===== src/design/prs_pkg.sv =====
// Shared constants and types for the poll request scheduler.
package prs_pkg;

  localparam int MAX_ENTRIES_DEF = 16;

  localparam logic [1:0] ST_INIT      = 2'd0;
  localparam logic [1:0] ST_UPDATE    = 2'd1;
  localparam logic [1:0] ST_REQUESTED = 2'd2;
  localparam logic [1:0] ST_ERROR     = 2'd3;

  localparam logic [1:0] OP_POLL         = 2'd0;
  localparam logic [1:0] OP_SEQ_UPDATE   = 2'd1;
  localparam logic [1:0] OP_RESPONSE     = 2'd2;
  localparam logic [1:0] OP_ERROR_REPORT = 2'd3;

  localparam logic [1:0] REG_ACTIVE_ENTRIES   = 2'd0;
  localparam logic [1:0] REG_RETRY_TIMEOUT    = 2'd1;
  localparam logic [1:0] REG_RESPONSE_TIMEOUT = 2'd2;

  localparam logic [4:0]  ACTIVE_ENTRIES_RST   = 5'd15;
  localparam logic [15:0] RETRY_TIMEOUT_RST    = 16'd500;
  localparam logic [15:0] RESPONSE_TIMEOUT_RST = 16'd2000;

  typedef struct packed {
    logic [1:0]  state;
    logic [31:0] last_seq;
    logic [31:0] req_time;
  } entry_t;

  localparam int ENTRY_W = $bits(entry_t);

endpackage


===== src/design/prs_ram.sv =====
// Generic simple dual-port RAM with one write port and a registered read port.
module prs_ram #(
  parameter int WIDTH = 8,
  parameter int DEPTH = 16
) (
  input  logic                     clk,
  input  logic                     we,
  input  logic [$clog2(DEPTH)-1:0] waddr,
  input  logic [WIDTH-1:0]         wdata,
  input  logic [$clog2(DEPTH)-1:0] raddr,
  output logic [WIDTH-1:0]         rdata
);

  logic [WIDTH-1:0] mem [DEPTH];

  always_ff @(posedge clk) begin
    if (we) begin
      mem[waddr] <= wdata;
    end
    rdata <= mem[raddr];
  end

endmodule


===== src/design/poll_request_scheduler_core.sv =====
// Poll request scheduler: entry table in RAM, scan sequencer and config registers.
//
// Usage:
//   Input: drive in_* and raise start; a transaction is taken at an edge with busy low.
//   Output: each input transaction yields one result on out_* for one cycle, marked by
//   out_strobe. The receiver cannot stall, so results must be captured when shown.
//   Config: cfg_valid/cfg_ready write port (cfg_ready is always high), cfg_index
//   selects active_entries, retry_timeout_ms or response_timeout_ms.
// Timing:
//   Response reports, polls with the link down and reports for inactive entries:
//   result in the cycle after acceptance, busy stays low.
//   Sequence updates and error reports: busy for one cycle, result shown as busy falls.
//   Polls: busy while entries are read and evaluated in turn from the scan start,
//   until one is taken or the last active entry has been scanned; result shown
//   in the same cycle that busy falls. The table RAM delivers one entry
//   per cycle, which sets the scan rate.
// Reset:
//   rst_n clears the table through per-entry valid bits, so the block takes a
//   transaction in the first cycle after reset; config registers take defaults.
module poll_request_scheduler_core #(
  parameter int MAX_ENTRIES = prs_pkg::MAX_ENTRIES_DEF
) (
  input  logic               clk,
  input  logic               rst_n,
  input  logic               start,
  output logic               busy,
  input  logic [1:0]         in_operation,
  input  logic [31:0]        in_now_ms,
  input  logic               in_link_up,
  input  logic [3:0]         in_entry_index,
  input  logic signed [31:0] in_seq_value,
  output logic               out_strobe,
  output logic               out_request_valid,
  output logic [3:0]         out_request_entry,
  output logic               out_reconnect,
  input  logic               cfg_valid,
  output logic               cfg_ready,
  input  logic [1:0]         cfg_index,
  input  logic [15:0]        cfg_data
);

  localparam int IW = $clog2(MAX_ENTRIES);
  localparam int NW = $clog2(MAX_ENTRIES + 1);

  localparam logic [1:0] S_IDLE = 2'd0;
  localparam logic [1:0] S_SCAN = 2'd1;
  localparam logic [1:0] S_RMW  = 2'd2;

  logic [1:0]             state_r, state_nxt;
  logic [MAX_ENTRIES-1:0] valid_r, valid_nxt;
  logic [IW-1:0]          cursor_r, cursor_nxt;
  logic                   cursor_vld_r, cursor_vld_nxt;
  logic [31:0]            lrt_r, lrt_nxt;
  logic [4:0]             active_r, active_nxt;
  logic [15:0]            retry_r, retry_nxt;
  logic [15:0]            resp_r, resp_nxt;
  logic                   ev_vld_r, ev_vld_nxt;
  logic [IW-1:0]          ev_i_r, ev_i_nxt;
  logic [NW-1:0]          rd_i_r, rd_i_nxt;
  logic                   valid_q_r, valid_q_nxt;
  logic [31:0]            now_r, now_nxt;
  logic [31:0]            seq_r, seq_nxt;
  logic [1:0]             op_r, op_nxt;
  logic                   recon_r, recon_nxt;
  logic                   out_strobe_r, out_strobe_nxt;
  logic                   out_rv_r, out_rv_nxt;
  logic [3:0]             out_re_r, out_re_nxt;
  logic                   out_rc_r, out_rc_nxt;

  logic                    mem_we;
  logic [IW-1:0]           mem_waddr;
  logic [IW-1:0]           mem_raddr;
  logic [prs_pkg::ENTRY_W-1:0] mem_rdata;
  prs_pkg::entry_t         rd_word;
  prs_pkg::entry_t         wr_word;

  logic [7:0]    n8;
  logic [NW-1:0] n;
  logic          in_accept;
  logic          idx_ok;
  logic [IW-1:0] idx_addr;
  logic          expired;
  logic [31:0]   kick_val;
  logic [NW-1:0] cur_n;
  logic [NW-1:0] start_idx;
  logic [1:0]    cur_state;
  logic [31:0]   cur_seq;
  logic          take;

  prs_ram #(
    .WIDTH(prs_pkg::ENTRY_W),
    .DEPTH(MAX_ENTRIES)
  ) u_table (
    .clk  (clk),
    .we   (mem_we),
    .waddr(mem_waddr),
    .wdata(wr_word),
    .raddr(mem_raddr),
    .rdata(mem_rdata)
  );

  assign rd_word   = prs_pkg::entry_t'(mem_rdata);
  assign cur_state = valid_q_r ? rd_word.state : prs_pkg::ST_INIT;
  assign cur_seq   = valid_q_r ? rd_word.last_seq : 32'd0;

  assign n8 = (active_r == 5'd0) ? 8'd1 :
              ((8'(active_r) > 8'(MAX_ENTRIES)) ? 8'(MAX_ENTRIES) : 8'(active_r));
  assign n  = NW'(n8);

  assign in_accept = start && !busy;
  assign idx_ok    = 8'(in_entry_index) < n8;
  assign idx_addr  = IW'(in_entry_index);
  assign expired   = {1'b0, in_now_ms} > ({1'b0, lrt_r} + {17'd0, resp_r});
  assign kick_val  = (in_now_ms > lrt_r) ? in_now_ms : lrt_r;
  assign cur_n     = NW'(cursor_r);
  assign start_idx = (expired || !cursor_vld_r || cur_n >= n || cur_n == n - NW'(1)) ?
                     '0 : cur_n;

  assign take = (cur_state == prs_pkg::ST_INIT) || (cur_state == prs_pkg::ST_UPDATE) ||
                ((cur_state == prs_pkg::ST_REQUESTED) &&
                 (({1'b0, rd_word.req_time} + {17'd0, retry_r}) < {1'b0, now_r}));

  always_comb begin
    state_nxt      = state_r;
    valid_nxt      = valid_r;
    cursor_nxt     = cursor_r;
    cursor_vld_nxt = cursor_vld_r;
    lrt_nxt        = lrt_r;
    ev_vld_nxt     = 1'b0;
    ev_i_nxt       = ev_i_r;
    rd_i_nxt       = rd_i_r;
    now_nxt        = now_r;
    seq_nxt        = seq_r;
    op_nxt         = op_r;
    recon_nxt      = recon_r;
    out_strobe_nxt = 1'b0;
    out_rv_nxt     = out_rv_r;
    out_re_nxt     = out_re_r;
    out_rc_nxt     = out_rc_r;
    mem_we         = 1'b0;
    mem_waddr      = ev_i_r;
    mem_raddr      = rd_i_r[IW-1:0];
    wr_word.state    = cur_state;
    wr_word.last_seq = cur_seq;
    wr_word.req_time = rd_word.req_time;

    unique case (state_r)
      S_IDLE: begin
        mem_raddr = idx_addr;
        if (in_accept) begin
          now_nxt  = in_now_ms;
          seq_nxt  = $unsigned(in_seq_value);
          op_nxt   = in_operation;
          ev_i_nxt = idx_addr;
          unique case (in_operation)
            prs_pkg::OP_POLL: begin
              if (!in_link_up) begin
                lrt_nxt        = kick_val;
                valid_nxt      = '0;
                cursor_nxt     = '0;
                cursor_vld_nxt = 1'b0;
                out_strobe_nxt = 1'b1;
                out_rv_nxt     = 1'b0;
                out_re_nxt     = 4'd0;
                out_rc_nxt     = 1'b1;
              end else begin
                recon_nxt = expired;
                if (expired) begin
                  lrt_nxt        = kick_val;
                  valid_nxt      = '0;
                  cursor_nxt     = '0;
                  cursor_vld_nxt = 1'b0;
                end
                rd_i_nxt  = start_idx;
                state_nxt = S_SCAN;
              end
            end
            prs_pkg::OP_SEQ_UPDATE, prs_pkg::OP_ERROR_REPORT: begin
              if (idx_ok) begin
                state_nxt = S_RMW;
              end else begin
                out_strobe_nxt = 1'b1;
                out_rv_nxt     = 1'b0;
                out_re_nxt     = 4'd0;
                out_rc_nxt     = 1'b0;
              end
            end
            prs_pkg::OP_RESPONSE: begin
              lrt_nxt        = kick_val;
              out_strobe_nxt = 1'b1;
              out_rv_nxt     = 1'b0;
              out_re_nxt     = 4'd0;
              out_rc_nxt     = 1'b0;
            end
          endcase
        end
      end
      S_SCAN: begin
        if (rd_i_r < n) begin
          ev_vld_nxt = 1'b1;
          ev_i_nxt   = rd_i_r[IW-1:0];
          rd_i_nxt   = rd_i_r + NW'(1);
        end
        if (ev_vld_r) begin
          if (cur_state == prs_pkg::ST_ERROR) begin
            mem_we        = 1'b1;
            wr_word.state = prs_pkg::ST_INIT;
          end else if (take) begin
            mem_we           = 1'b1;
            wr_word.state    = prs_pkg::ST_REQUESTED;
            wr_word.req_time = now_r;
            cursor_nxt       = ev_i_r;
            cursor_vld_nxt   = 1'b1;
            ev_vld_nxt       = 1'b0;
            out_strobe_nxt   = 1'b1;
            out_rv_nxt       = 1'b1;
            out_re_nxt       = 4'(ev_i_r);
            out_rc_nxt       = recon_r;
            state_nxt        = S_IDLE;
          end
        end else if (rd_i_r >= n) begin
          cursor_nxt     = '0;
          cursor_vld_nxt = 1'b0;
          out_strobe_nxt = 1'b1;
          out_rv_nxt     = 1'b0;
          out_re_nxt     = 4'd0;
          out_rc_nxt     = recon_r;
          state_nxt      = S_IDLE;
        end
      end
      S_RMW: begin
        if (op_r == prs_pkg::OP_SEQ_UPDATE) begin
          if (cur_seq != seq_r) begin
            mem_we           = 1'b1;
            wr_word.state    = prs_pkg::ST_UPDATE;
            wr_word.last_seq = seq_r;
          end
        end else begin
          mem_we        = 1'b1;
          wr_word.state = prs_pkg::ST_ERROR;
        end
        out_strobe_nxt = 1'b1;
        out_rv_nxt     = 1'b0;
        out_re_nxt     = 4'd0;
        out_rc_nxt     = 1'b0;
        state_nxt      = S_IDLE;
      end
      default: begin
        state_nxt = S_IDLE;
      end
    endcase

    if (mem_we) begin
      valid_nxt[mem_waddr] = 1'b1;
    end
    valid_q_nxt = valid_r[mem_raddr];
  end

  always_comb begin
    active_nxt = active_r;
    retry_nxt  = retry_r;
    resp_nxt   = resp_r;
    if (cfg_valid && cfg_ready) begin
      unique case (cfg_index)
        prs_pkg::REG_ACTIVE_ENTRIES:   active_nxt = cfg_data[4:0];
        prs_pkg::REG_RETRY_TIMEOUT:    retry_nxt  = cfg_data;
        prs_pkg::REG_RESPONSE_TIMEOUT: resp_nxt   = cfg_data;
        default: ;
      endcase
    end
  end

  always_ff @(posedge clk) begin
    if (!rst_n) begin
      state_r      <= S_IDLE;
      valid_r      <= '0;
      cursor_r     <= '0;
      cursor_vld_r <= 1'b0;
      lrt_r        <= 32'd0;
      active_r     <= prs_pkg::ACTIVE_ENTRIES_RST;
      retry_r      <= prs_pkg::RETRY_TIMEOUT_RST;
      resp_r       <= prs_pkg::RESPONSE_TIMEOUT_RST;
      ev_vld_r     <= 1'b0;
      out_strobe_r <= 1'b0;
    end else begin
      state_r      <= state_nxt;
      valid_r      <= valid_nxt;
      cursor_r     <= cursor_nxt;
      cursor_vld_r <= cursor_vld_nxt;
      lrt_r        <= lrt_nxt;
      active_r     <= active_nxt;
      retry_r      <= retry_nxt;
      resp_r       <= resp_nxt;
      ev_vld_r     <= ev_vld_nxt;
      out_strobe_r <= out_strobe_nxt;
    end
  end

  always_ff @(posedge clk) begin
    ev_i_r    <= ev_i_nxt;
    rd_i_r    <= rd_i_nxt;
    valid_q_r <= valid_q_nxt;
    now_r     <= now_nxt;
    seq_r     <= seq_nxt;
    op_r      <= op_nxt;
    recon_r   <= recon_nxt;
    out_rv_r  <= out_rv_nxt;
    out_re_r  <= out_re_nxt;
    out_rc_r  <= out_rc_nxt;
  end

  assign busy              = (state_r != S_IDLE);
  assign cfg_ready         = 1'b1;
  assign out_strobe        = out_strobe_r;
  assign out_request_valid = out_rv_r;
  assign out_request_entry = out_re_r;
  assign out_reconnect     = out_rc_r;

  a_strobe_idle: assert property (@(posedge clk) disable iff (!rst_n)
    out_strobe |-> !busy)
    else $error("result shown while a transaction is still in progress");

  a_every_item: assert property (@(posedge clk) disable iff (!rst_n)
    (start && !busy) |=> (busy || out_strobe))
    else $error("accepted transaction neither in progress nor answered");

  a_link_down: assert property (@(posedge clk) disable iff (!rst_n)
    (start && !busy && in_operation == prs_pkg::OP_POLL && !in_link_up)
      |=> (out_strobe && out_reconnect && !out_request_valid))
    else $error("link loss poll did not report reconnect");

  a_cursor_match: assert property (@(posedge clk) disable iff (!rst_n)
    (out_strobe && out_request_valid) |-> (cursor_vld_r && 4'(cursor_r) == out_request_entry))
    else $error("issued entry differs from cursor");

  a_scan_bound: assert property (@(posedge clk) disable iff (!rst_n)
    (state_r == S_SCAN && ev_vld_r) |-> (NW'(ev_i_r) < n))
    else $error("scan evaluated an inactive entry");

endmodule


===== config.mk =====
export PLATFORM = sky130hd
export DESIGN_NAME = poll_request_scheduler_core
export DESIGN_NICKNAME = d
export VERILOG_FILES = /design/src/design/prs_pkg.sv /design/src/design/prs_ram.sv /design/src/design/poll_request_scheduler_core.sv
export SDC_FILE = /design/constraint.sdc
export NUM_CORES = 2
export LEC_CHECK = 0
export BUFFER_PORTS_ARGS = -buffer_cell sky130_fd_sc_hd__buf_2
export CORE_MARGIN = 10
export CORE_UTILIZATION = 55
export CTS_CLUSTER_DIAMETER = 150
export DETAILED_ROUTE_END_ITERATION = 16
export PLACE_DENSITY = 0.79
export RECOVER_POWER = 50
export SLEW_MARGIN = 20
export SYNTH_ARGS = -nofsm -noshare
export SYNTH_HDL_FRONTEND = slang
export SYNTH_HIERARCHICAL = 1
export SYNTH_SLANG_ARGS = --single-unit

===== constraint.sdc =====
create_clock -name clk -period 18.2 [get_ports clk]
set_input_delay 0.91 -clock clk [delete_from_list [all_inputs] [get_ports clk]]
set_output_delay 0.91 -clock clk [all_outputs]
set_load 0.03 [all_outputs]

## After elaboration in Yosys (flattened, before gate mapping)

Memory sizes are Yosys's and may differ from the RTL's. A register that Yosys moved wholly into a read port is not among the register bits.
Index checks and enable logic that the tools add are counted.

| cells by class | value |
|---|---|
| add/sub/neg operators | 4 |
| $lt $le $gt $ge | 11 |
| equality and inequality tests | 27 |
| mux-type cells | 105 |
| bitwise operators | 1 |
| reduce and logical (&&, ||, !) cells | 32 |

Operators with widths:

| kind | count |
|---|---|
| $mux 32 | 10 |
| $mux 16 | 6 |
| $add 32x16->33 | 2 |
| $pmux 32 s2 | 1 |
| $mux 4 | 15 |
| $mux 1 | 36 |
| $mux 34 | 1 |
| $gt 32x33->1 | 1 |
| $lt 33x32->1 | 1 |
| $gt 32x32->1 | 1 |
| $ne 32x32->1 | 1 |
| $mux 5 | 6 |
| $ne 3x3->1 const B | 9 |
| $mux 2 | 12 |
| $pmux 4 s3 | 2 |
| $reduce_and 7->1 | 3 |
| $pmux 1 s3 | 6 |
| $or 16x16->16 | 1 |
| $pmux 4 s2 | 2 |
| $eq 2x2->1 const B | 6 |
| $pmux 2 s2 | 3 |
| $eq 2x1->1 const B | 5 |
| $lt 4x5->1 const B | 2 |
| $pmux 5 s2 | 1 |
| other kinds (27) | 47 |

| storage, ports and cells | value |
|---|---|
| register bits after elaboration | 177 |
| bits in writable memories | 1056 |
| input bits | 93 |
| output and inout bits | 9 |
| word-level logic and storage cells | 201 |
| memories | 1 |

Memories:

| memory | words | width | read ports | clocked after memory_dff | wr ports | RTL line | RTL |
|---|---|---|---|---|---|---|---|
| u_table.mem | 16 | 66 | 1 | 1 | 1 | prs_ram.sv:14 | `logic [WIDTH-1:0] mem [DEPTH];` |

## Longest topological paths before layout

| depth | value |
|---|---|
| depth in word-level cells | 11 |
| gate-level depth with buffers | 23 |
| gate-level depth less buffers | 21 |

## Modules after synthesis

The synthesis kept the hierarchy.

Modules (own cells, without submodules):

| module | times used | cells each | area an instance (µm²) |
|---|---|---|---|
| prs_ram | 1 | 1698 | 40800.4 |
| poll_request_scheduler_core | 1 | 1495 | 12752.2 |

## Least setup slack after synthesis

Ideal clock, no wire load.

| timing | value |
|---|---|
| kind | register -> register |
| start | reg retry_r[0] |
| end | mem u_table/mem[0][0] (netlist bit) (enable) |
| setup time | 0.571 ns |
| data arrival time | 8.993 ns |
| required time | 17.629 ns |
| setup slack | 8.636 ns |
| stages on the path, launching flop included | 24 |
| buffers on the path | 2 |
| cells stage by stage | dfxtp_1 -> ha_1 -> inv_1 -> fa_1 -> nor2b_1 -> o2111ai_1 -> a311o_1 -> a21oi_1 -> nor2_1 -> nor2_1 -> nand3_1 -> xnor2_1 -> ha_1 -> a211o_1 -> a41oi_1 -> a21boi_0 -> o21a_1 -> a311oi_1 -> a21oi_1 -> a311o_1 -> buf_2 -> buf_6 -> or3b_2 -> nor3_1 |

| between the ends | value |
|---|---|
| word-level cells in the longest chain between the ends | 10 |

Ends and longest elaborated chain:

| item | RTL line | RTL |
|---|---|---|
| start, declared | poll_request_scheduler_core.sv:55 | `logic [15:0] retry_r, retry_nxt;` |
| start signal, assigned | poll_request_scheduler_core.sv:281 | `retry_r <= prs_pkg::RETRY_TIMEOUT_RST;` |
| start signal, assigned | poll_request_scheduler_core.sv:292 | `retry_r <= retry_nxt;` |
| $add 32x16->33 | poll_request_scheduler_core.sv:121 | `(({1'b0, rd_word.req_time} + {17'd0, retry_r}) < {1'b0, now_r}));` |
| $lt 33x32->1 | poll_request_scheduler_core.sv:121 |  |
| $logic_and 1x1->1 | poll_request_scheduler_core.sv:120 | `((cur_state == prs_pkg::ST_REQUESTED) &&` |
| $logic_or 1x1->1 | poll_request_scheduler_core.sv:119 | `assign take = (cur_state == prs_pkg::ST_INIT) \|\| (cur_state == prs_pkg::ST_UPDATE) \|\|` |
| $mux 1 | poll_request_scheduler_core.sv:208 | `end else if (take) begin` |
| $mux 1 | poll_request_scheduler_core.sv:205 | `if (cur_state == prs_pkg::ST_ERROR) begin` |
| $mux 1 | poll_request_scheduler_core.sv:204 | `if (ev_vld_r) begin` |
| $pmux 1 s2 | poll_request_scheduler_core.sv:147 | `unique case (state_r)` |
| named net mem_we | poll_request_scheduler_core.sv:70 | `logic mem_we;` |
| $mux 1 | prs_ram.sv:17 | `if (we) begin` |
| $mux 1 (not written as such) | prs_ram.sv:18 | `mem[waddr] <= wdata;` |
| end, declared | prs_ram.sv:14 |  |

The timed path passes the listed nets, and every way through them passes these cells.

## Worst setup path after layout

| timing | value |
|---|---|
| start | reg state_r[0] |
| end | reg u_table.rdata[33], read port of u_table.mem |

| between the ends | value |
|---|---|
| word-level cells in the longest chain between the ends | 2 |

Ends and longest elaborated chain:

| item | RTL line | RTL |
|---|---|---|
| start, declared | poll_request_scheduler_core.sv:49 | `logic [1:0] state_r, state_nxt;` |
| start signal, assigned | poll_request_scheduler_core.sv:286 | `state_r <= state_nxt;` |
| $logic_not 2->1 | poll_request_scheduler_core.sv:147 |  |
| $mux 4 | poll_request_scheduler_core.sv:147 |  |
| named net mem_raddr[0] | poll_request_scheduler_core.sv:72 | `logic [IW-1:0] mem_raddr;` |
| end, declared | prs_ram.sv:11 | `output logic [WIDTH-1:0] rdata` |

The timed path passes the listed nets, and every way through them passes these cells.
A chain may end at the register's enable or synchronous reset.

==> summary.md <==
| Metric | Value |
|---|---|
| CP required | 18.78 ns |
| Number of synthesized flops with an enable pin | 1138 |
| Overflow after GRT | 0 |
| Post-route antenna net violation count | 0 |
| Static Leak | between 20 and 25 nW |
| Sequential area share after synthesis | 0.698 |
| Synth cell count leaders | edfxtp_1 (1138), nand2_1 (349), mux4_2 (265) |
| Fraction of registers with async set/reset | 0 |
| Layout area overhead | 11.3% |
| Clk pwr share | 0.374 |
| Synth Register Bits | between 1000 and 1500 |
| Reg-to-reg startpoint | state_r[0] |
| Unrepaired setup endpoints after global routing | false |
| Top cells by area, synth | edfxtp_1 (64%), mux4_2 (11%), dfxtp_1 (6.0%), ha_1 (3.4%), nand2_1 (2.4%) |
| Tcrit/Tclk final | 0.567 |
| Post-Route WL | 129000 um |
| Crit path from | state_r[0] |
| CTS tree | done |
| Area leader, netlist | edfxtp_1 |
| Starting Density | 0.554 |
| Syn avg cell area | 16.8 sq um |
| Placer Congestion | approximately 0.9 |
| Met3 Track Usage GR | 0.0352 |
| Global routing's busiest layer | met2 |
| IO Port Bufs | 100 |
| Hold-fix buffers, CTS | 0 |
| Die width | 332 um |
| Proportion of power drawn by combinational gates | 0.116 |
| Max Clock Freq | 0.0969 GHz |
| Die Y | 332 um |
| GRT Total Usage | 0.229 |
| Critical path endpoint category | flop |
| Routed len/inst | around 27 um |
| Max-cap violation count | 20 |
| DRC Markers | 0 |
| Root buf cell | clkbuf_16 |
| Post-Place Cell Area | approximately 56000 sq um |
| Reg power frac | 0.510 |
| Status | complete, but fails checks |
| Global-route wire length before repair | 195000 um |
| Crit path arrival time | about 11 ns |
| Sw Ratio | 0.245 |
| WS Path Type | flop to flop |
| Worst slew pin tran | 5.64 ns |
| Post-CTS Setup Inserts | 0 |
| Yosys warns | 6 |
| DRT iter0 DRCs | 3800 |
| H-tree depth | 3 |
| Layout cell share with drive strength beyond 1 | 0.168 |
| Failing checks | capacitance limit, slew limit |
| GR Util met2 | 0.381 |
| Worst vdd ir | 0.000105 V |
| Final TNS setup | 0 ns |
| Core Box Area | 96700 sq um |
| DP HPWL | 70200 um |
| Sw power | about 1.7 mW |
| Min-delay src | in_seq_value[16] |
| Count leader, synth | edfxtp_1 |
| Met1 Use GR | 0.303 |
| Critical Path Start Type | flop |
| Relative slew slack | -2.78 |
| Synth Cell Area | 53600 sq um |
| Post-cts sizing count | 0 |
| Cell Pwr Density | roughly 110 nW/um^2 |
| P_int | 5.13 mW |
| Worst-path clk slew | 0.07 ns |
| Finished Cell Area | 59600 sq um |
| Antenna violations before repair | 1 |
| Final Setup Violations | 0 |
| Vias/cell | 6.43 |
| Clock Path Buffers | 3 |
| Vias in the first global route | between 30000 and 40000 |
| DR vias | 30500 |
| Die area | 110000 sq um |
| I/O Pins | approximately 100 |
| Worst min path class | input port to flop |
| Net Count, Synth | 3433 |
| Final max-slew violation count | 687 |
| Clk_lat worst skew | 0.71 ns |
| Cts bufs inserted | 117 |
| CTS sink count | 1299 |
| Final min period | roughly 10 ns |
| Post-layout nets | 3598 |
| Yosys cell types | 74 |
| Synth Instances | 3193 |
| Row count | 114 |
| Main synth FF type | edfxtp_1 |
| Top cell type's share of synthesized area | 0.638 |
| Crit Path Max Fanout | 82 |
| Layout Skew | 0.0441 ns |
| Largest net degree at the start of global routing | between 150 and 200 |
| Final Hold Vio Count | 0 |
| Drt first pass iters | 6 |
kinds of logic (layout without fill, tap and decap cells):
family,Yosys count,after routing,synth area share
AOI/OAI and AO/OA,501,501,0.0622
buffers and inverters,241,510,0.0197
xor gates and xnor gates,75,75,0.0123
adders and majority gates,147,147,0.0346
other,1,2,0.0000700
DFF,1299,1299,0.698
and+or+nand+nor,611,611,0.0513
muxes,318,318,0.122
path summary, 6_finish.rpt:
| path | endpoint | cells past startpoint | slack (ns) |
|---|---|---|---|
| worst min register to register | resp_r[15] | 2 | 0.46 |
| worst min-delay path | seq_r[16] | 1 | 0.38 |
| worst max register to register | u_table/rdata[33] | 9 | 7.88 |
| worst max-delay path | u_table/rdata[33] | 9 | 7.88 |
critical path: stages, from the launching register on:
cell	delay, ns
dfxtp_1	0.35
inv_1	0.09
ha_1	0.35
mux2i_1	0.30
clkbuf_1	0.57
clkinvlp_2	4.41
clkbuf_1	2.39
mux4_2	1.09
a22oi_1	0.42
nand2_1	0.11
metal layers:
metal | wire [um] | share of wire | vias to the layer above
li1 | - | - | 13000
met1 | 47600 | 0.37 | 15400
met2 | 64400 | 0.50 | 1794
met3 | 12100 | 0.094 | 304
met4 | 4630 | 0.036 | 2
met5 | 13 | 0.00010 | -
cell type report:
| type | instances | area [sq um] |
|---|---|---|
| antenna | 1 | 2.50 |
| clock buffer | 141 | 3180 |
| clock inverter | 82 | 826 |
| fill | 6625 | 37100 |
| inverter | 100 | 385 |
| multi-input combinational | 1653 | 15300 |
| sequential | 1299 | 37400 |
| tap | 1276 | 1600 |
| timing repair buffer | 187 | 933 |
metrics by stage:
step / setup slack [ns] / hold WS [ns] / util / std cells / power [mW]
2_1_floorplan: 8.64 / 0.436 / - / 3193 / 4.03
3_3_place_gp: 10.81 / 0.443 / 0.577 / 4514 / 4.27
3_5_place_dp: 10.58 / 0.452 / 0.577 / 4515 / 4.29
4_1_cts: 10.55 / 0.355 / 0.619 / 4738 / 6.80
5_1_grt: 6.41 / 0.371 / 0.616 / 4738 / 7.00
6_report: 7.88 / 0.376 / 0.616 / 4739 / 6.80
sequential cells by signal, indices dropped and copies added, names as in the netlist, 5 cells and up:
signal	count
now_r	32
seq_r	32
rd_i_r	5
resp_r	16
valid_r	16
u_table/mem	1056
retry_r	16
u_table/rdata	66
active_r	5
lrt_r	32
cells in the final DEF (no fill, tap or decap), types with 15 or more instances in the layout:
master and instances:
o22ai_1 19, a21oi_1 93, clkbuf_1 117, nor3_1 17, nand2b_1 15, mux4_2 265
inv_1 97, xor2_1 33, clkinv_2 26, nor2_1 66, xnor2_1 42, ha_1 145
nand3_1 49, mux2i_1 45, edfxtp_1 1138, buf_4 25, dfxtp_1 160, a32o_1 16
o21ai_0 108, nand2_1 349, nand4_1 21, o21a_1 15, buf_2 53, a21o_1 26
clkbuf_16 122, clkinv_1 20, a22oi_1 132
power groups by stage:
stage / sequential (mW) / clock (mW) / combinational [mW]
after global placement: 3.52 / 0 / 0.752
after floorplan: 3.50 / 0 / 0.523
after global routing: 3.47 / 2.67 / 0.862
after detailed placement: 3.52 / 0 / 0.769
final: 3.47 / 2.54 / 0.790
after CTS: 3.46 / 2.56 / 0.787
Power figures use the tool's default switching activity.
